$ cat src/hw/rtl/mcc_min.sv
// ----------------------------------------------------------------------------
// Minimum coin change compare unit
// Keeps the smaller of a running minimum and a candidate count enabled by use_cand.
// ----------------------------------------------------------------------------
`default_nettype none

module mcc_min #(
    parameter int WIDTH = 10
) (
    input  wire logic [WIDTH-1:0] cur,
    input  wire logic [WIDTH-1:0] cand,
    input  wire logic             use_cand,
    output logic      [WIDTH-1:0] lowest
);

    always_comb
    begin
        if (use_cand && (cand < cur))
        begin
            lowest = cand;
        end
        else
        begin
            lowest = cur;
        end
    end

endmodule

`default_nettype wire

$ cat config.mk
export PLATFORM = sky130hd
export DESIGN_NAME = mcc_min
export DESIGN_NICKNAME = d
export VERILOG_FILES = /design/src/hw/rtl/mcc_min.sv
export SDC_FILE = /design/constraint.sdc
export NUM_CORES = 1
export LEC_CHECK = 0
export BUFFER_PORTS_ARGS = -buffer_cell sky130_fd_sc_hd__buf_2
export CAP_MARGIN = 10
export CORE_AREA = 2 2 39 41
export DETAILED_ROUTE_END_ITERATION = 6
export DIE_AREA = 0 0 41 43
export REMOVE_ABC_BUFFERS = 1
export SLEW_MARGIN = 20
export SYNTH_ARGS = -nofsm -noshare
export SYNTH_HDL_FRONTEND = slang
export SYNTH_SLANG_ARGS = --single-unit
$ cat constraint.sdc
create_clock -name vclk -period 4.8
set_input_delay 0.48 -clock vclk [all_inputs]
set_output_delay 0.48 -clock vclk [all_outputs]
set_load 0.01 [all_outputs]
### After elaboration in Yosys (flattened, before gate mapping)

Index checks and enable logic that the tools add are counted.

| cells by class | value |
|---|---|
| magnitude comparators | 1 |
| multiplexer cells | 1 |
| reductions and logical operators | 1 |

Operators by type and width:

| kind | count |
|---|---|
| $lt 10x10->1 | 1 |
| $mux 10 | 1 |
| $logic_and 1x1->1 | 1 |

| word-level totals | value |
|---|---|
| word-level logic and storage cells | 3 |
| register bits | 0 |

### Longest topological paths before layout

Gate-level depths: netlist (run 1).

| depth | value |
|---|---|
| word-level depth | 3 |
| depth in mapped cells | 7 |
| depth with buffers taken out | 7 |

### Least setup slack after synthesis (run 1)

Ideal clock, no wire load.

| path | value |
|---|---|
| kind | input -> output |
| start | input port cur[7] |
| end | output port lowest[0] |
| arrival time | 1937 ps |
| slack | 2383 ps |
| stages on the path | 6 |
| cells stage by stage | inv_1 ha_1 a211oi_1 o21ai_0 nor3_4 mux2_2 |

| on the way | value |
|---|---|
| word-level cells in the longest chain between the ends | 3 |

Ends and longest elaborated chain:

| element | RTL line | source |
|---|---|---|
| from (decl) | 10 | `input wire logic [WIDTH-1:0] cur,` |
| $lt 10x10->1 | 18 | `if (use_cand && (cand < cur))` |
| $logic_and 1x1->1 | 18 |  |
| $mux 10 | 18 |  |
| to (decl) | 13 | `output logic [WIDTH-1:0] lowest` |

No other way between the ends.

### Worst setup path in the final report (run 1)

| path | value |
|---|---|
| start | input port cur[7] |
| end | output port lowest[3] |

Same word-level chain as after synthesis.

==> impl_metrics.env, run 1 <==
export IMPL_outcome="completed"
export IMPL_crit_start="cur[7]"
export IMPL_hpwl_um=680
export IMPL_fin_util_pct=38.5
export IMPL_use_met1_pct=7.01
export IMPL_grt_pass1_vias=299
export IMPL_grt_max_degree=11
export IMPL_met3_usage_pct=0
export IMPL_critPathLaunchType="primary input"
export IMPL_cts_resized=0
export IMPL_vias=407
export IMPL_yosysWarnings=0
export IMPL_diodes=0
export IMPL_max_cap_viol_count=0
export IMPL_synthTopCellsByArea="ha_1 (31%), mux2_2 (31%), inv_1 (9.4%), nor3_4 (4.5%), a211oi_2 (3.5%)"
export IMPL_netlist_area_um2=358
export IMPL_cts_setup_buffers=0
export IMPL_synth_top_area_share_pct=31.5
export IMPL_fin_crit_ns=2.73
export IMPL_initial_core_util_pct=25.9
export IMPL_max_slew_margin_pct=66.8
export IMPL_multi_input_area_um2=324
export IMPL_synth_area_leader_cell="ha_1"
export IMPL_critical_path_class="in -> out"
export IMPL_gr_usage_met2_pct=15.3
export IMPL_row_count=14
export IMPL_pwr_density_cell_nw_per_um2=98.1
export IMPL_drt_pass1_iterations=1
export IMPL_clkPwrFrac_pct=0
export IMPL_fin_crit_sh_pct=56.8
export IMPL_ctsHoldBuffers=0
export IMPL_ir_drop_v=0.0000467
export IMPL_switching_share_pct=44.9
export IMPL_netlist_instances=41
export IMPL_hold_depth=3
export IMPL_wl_per_cell_um=8.35
export IMPL_die_area_um2=1760
export IMPL_holdCritPathClass="in -> out"
export IMPL_viasPerCell=4.63
export IMPL_fillers=152
export IMPL_seq_cells=0
export IMPL_power_frac_seq_pct=0
export IMPL_io_pins=31
export IMPL_p_switching_mw=0.0235
export IMPL_grt_most_used_layer="met2"
export IMPL_drive_above_1_share_pct=59.7
export IMPL_worstHoldStart="cur[7]"
export IMPL_grt_use_total_pct=7.11
export IMPL_power_share_combinational_pct=100.0
export IMPL_clock_fmax_mhz=367
export IMPL_wirelength_um=735
export IMPL_setup_viol=0
export IMPL_power_internal_mw=0.0288
export IMPL_clock_buffers=0
export IMPL_leakage_nw=0.304
export IMPL_yosysSeqAreaShare_pct=0
export IMPL_avgSynthCellArea_um2=8.73
export IMPL_grt_pass1_wl_um=952
export IMPL_die_h_um=43
export IMPL_core_area_um2=1380
export IMPL_cp_end_kind="output port"
export IMPL_required_ns=4.32
export IMPL_hold_viol_final=0
export IMPL_port_buffers=31
export IMPL_seqCellArea_um2=0
export IMPL_rsz0062_at_grt="false"
export IMPL_gp_congestion=0.655
export IMPL_dr_first_iter_drc_count=0
export IMPL_grt_ovfl_total=0
export IMPL_synthToLayoutAreaGrowth_pct=49.0
export IMPL_worstPathMaxFanout=10
export IMPL_drv_slew=0
export IMPL_arrival_ns=2.25
export IMPL_ant_nets=0
export IMPL_die_width_um=41
export IMPL_worstMarginPinSlew_ns=0.497
export IMPL_synth_cell_types=15
export IMPL_setup_tns_final_ns=0
export IMPL_antenna_found_initial=0
export IMPL_drcViolationCount=0
export IMPL_fin_nets=104
==> cells in the final DEF (no fill, tap or decap), drive strengths merged <==
| master | count |
|---|---|
| a41oi | 1 |
| o21ai | 2 |
| a21oi | 1 |
| nand4 | 1 |
| nand2b | 1 |
| nor2b | 1 |
| nor3 | 2 |
| a211oi | 2 |
| a21o | 1 |
| mux2 | 10 |
| inv | 9 |
| buf | 31 |
| ha | 9 |
| nor3b | 1 |
==> logic make-up (layout without fill, tap and decap cells) <==
family	count (synthesis)	in the layout	share of synthesized area, %
AO/OA/AOI/OAI	7	7	14.3
adder cells (fa/ha/maj)	9	9	31.5
multiplexers	10	10	31.5
buffers and inverters	9	40	9.44
AND/OR/NAND/NOR	6	6	13.3
==> power by group through the flow <==
stage	Combinational (mW)	Sequential (mW)	Clock, mW
2_1_floorplan	0.0322	0	0
3_3_place_gp	0.0525	0	0
3_5_place_dp	0.0531	0	0
4_1_cts	0.0534	0	0
5_1_grt	0.0587	0	0
6_report	0.0523	0	0
==> final cells by class <==
| class | count | share of cell area (%) |
|---|---|---|
| multi-input cells | 32 | 60.8 |
| repair buffers | 31 | 29.1 |
| inverters | 9 | 6.34 |
| well taps | 16 | 3.76 |
==> per-layer routing <==
| layer | wire [um] | part of all wire [%] |
|---|---|---|
| met4 | 0 | 0 |
| met3 | 86 | 12 |
| met5 | 0 | 0 |
| met1 | 296 | 40 |
| met2 | 352 | 48 |
==> per-stage QoR <==
stage / power, mW / worst slack [ns] / std cells / cell area (um2) / hold WS (ns)
4_1_cts: 0.0534 / 2.03 / 88 / 533 / 1.29
3_5_place_dp: 0.0531 / 2.04 / 88 / 533 / 1.28
5_1_grt: 0.0587 / 1.94 / 88 / 533 / 1.29
3_3_place_gp: 0.0525 / 2.05 / 88 / 533 / 1.28
6_report: 0.0523 / 2.07 / 88 / 533 / 1.28
2_1_floorplan: 0.0322 / 2.38 / 41 / 358 / 1.11
==> cell usage after synthesis (all sizes together) <==
cell type / instances
mux2: 10
a211oi: 2
nand4: 1
a21o: 1
nor3b: 1
nand2b: 1
nor2b: 1
ha: 9
nor3: 2
a41oi: 1
inv: 9
o21ai: 2
a21oi: 1
==> final timing paths <==
| kind | end | slack, ns |
|---|---|---|
| max | lowest[3] | 2.07 |
| min | lowest[7] | 1.28 |
==> critical path, cell delays in order <==
cell      delay (ns)
buf_2           0.08
inv_1           0.03
ha_1            0.29
a211oi_1        0.18
o21ai_0         0.16
nor3_4          0.49
mux2_2          0.39
buf_2           0.14
Note: power is estimated with default switching activity, not from simulation.
==> inputs of run 2 (changes only) <==
==> constraint.sdc (replaced) <==
create_clock -name vclk -period 2.25
set_input_delay 0.225 -clock vclk [all_inputs]
set_output_delay 0.225 -clock vclk [all_outputs]
set_load 0.01 [all_outputs]
==> impl_metrics.env, run 2 (synthesis gave the netlist of run 1 again) <==
export IMPL_finalWorstSetupSlack_ns=0.175
export IMPL_ir_drop_v=0.0000699
export IMPL_mostFrequentLayoutCell="buf_2"
export IMPL_finalInstanceArea_um2=548
export IMPL_critPathLaunchType="primary input"
export IMPL_max_slew_margin_pct=77.1
export IMPL_seq_cells=0
export IMPL_wl_per_cell_um=8.52
export IMPL_fin_crit_sh_pct=92.2
export IMPL_fillers=150
export IMPL_vias=416
export IMPL_synthToLayoutAreaGrowth_pct=53.1
export IMPL_hold_viol_final=0
export IMPL_path_delay_family="buffers and inverters"
export IMPL_leakage_nw=0.314
export IMPL_path_buf_inv=4
export IMPL_viasPerCell=4.62
export IMPL_cp_end_kind="output port"
export IMPL_worstPathMaxFanout=6
export IMPL_diodes=0
export IMPL_drcViolationCount=0
export IMPL_endpoint="lowest[0]"
export IMPL_outcome="completed"
export IMPL_cp_num_cells=9
export IMPL_critPathMostFrequentCell="buf_2"
export IMPL_die_area_um2=1760
export IMPL_setup_tns_final_ns=0
export IMPL_ant_nets=0
export IMPL_cts_resized=0
export IMPL_final_cell_mix="buf_2 (31), mux2_2 (10), inv_1 (9), ha_1 (9)"
export IMPL_worstMarginPinSlew_ns=0.341
export IMPL_core_area_um2=1380
export IMPL_ctsHoldBuffers=0
export IMPL_setup_viol=0
export IMPL_grt_max_degree=7
export IMPL_port_buffers=31
export IMPL_fin_crit_ns=2.07
export IMPL_crit_start="cur[7]"
export IMPL_dr_first_iter_drc_count=1
export IMPL_die_h_um=43
export IMPL_rsz0062_at_grt="false"
export IMPL_holdCritPathClass="in -> out"
export IMPL_worstHoldStart="cur[6]"
export IMPL_critical_path_class="in -> out"
export IMPL_clock_buffers=0
export IMPL_seqCellArea_um2=0
export IMPL_required_ns=2.03
export IMPL_wirelength_um=767
export IMPL_arrival_ns=1.85
export IMPL_drt_pass1_iterations=2
export IMPL_io_pins=31
export IMPL_hpwl_um=717
export IMPL_final_cells=90
export IMPL_initial_core_util_pct=25.9
export IMPL_grt_pass1_vias=326
export IMPL_placed_cell_area_um2=548
export IMPL_cpPeakStageDelay_ns=0.33
export IMPL_hold_depth=3
export IMPL_max_cap_viol_count=0
export IMPL_pre_cts_ws_ns=0.160
export IMPL_row_count=14
export IMPL_gp_congestion=0.617
export IMPL_clock_fmax_mhz=482
export IMPL_drv_slew=0
export IMPL_grt_pass1_wl_um=1080
export IMPL_crit_chain="buf_2 > inv_1 > ha_1 > a211oi_1 > o21ai_0 > nor3_4 > buf_4 > mux2_2 > buf_2"
export IMPL_cts_setup_buffers=0
export IMPL_cp_slowest_cell="mux2_2"
export IMPL_pwr_density_cell_nw_per_um2=214
export IMPL_antenna_found_initial=0
export IMPL_die_width_um=41
export IMPL_fin_nets=106
export IMPL_grt_use_total_pct=8.00
export IMPL_numPlacedInstances=90
export IMPL_drive_above_1_share_pct=60.8
export IMPL_grt_ovfl_total=0
export IMPL_multi_input_area_um2=324
-- run 2: cell types whose count changed in the layout (fill, tap and decap cells not counted) --
cell,delta
buf_4,+2
-- run 2: cell type report --
cell class,instances,share of cell area [%]
multi-input combinational,32,59.1
timing repair buffer,33,31.1
inverter,9,6.16
tap,16,3.65
-- run 2: metal layers --
| metal | share of wire [%] | wire length [um] | GRT usage (%) | vias to the layer above |
|---|---|---|---|---|
| met5 | 0 | 0 | 0 | - |
| met4 | 0 | 0 | 0 | 0 |
| met3 | 10 | 78 | 0 | 0 |
| met2 | 49 | 374 | 16.9 | 18 |
| met1 | 41 | 314 | 8.25 | 181 |
| li1 | - | - | - | 217 |
-- run 2: how the worst min path moves through the flow --
stage	to	slack [ns]
after floorplan	lowest[0]	0.60
after global placement	lowest[9]	0.77
after detailed placement	lowest[0]	0.78
after CTS	lowest[6]	0.78
after global routing	lowest[1]	0.79
final	lowest[6]	0.78
-- run 2: tightest hold or removal path, cell delays in order --
cell	delay, ns
buf_2	0.08
mux2_2	0.13
buf_2	0.12
-- run 2: through the flow --
stage                     hold slack [ns]  power [mW]  utilization [%]
after global placement              0.773       0.117             39.6
after CTS                           0.778       0.120             39.6
after global routing                0.792       0.132             39.6
final                               0.775       0.117             39.6
after detailed placement            0.776       0.119             39.6
after floorplan                     0.601      0.0686                -
-- run 2: where the power goes --
| part | internal [mW] | leakage, nW | switching, mW |
|---|---|---|---|
| Sequential | 0 | 0 | 0 |
| Combinational | 0.0657 | 0.314 | 0.0514 |
| Clock | 0 | 0 | 0 |
| Total | 0.0657 | 0.314 | 0.0514 |
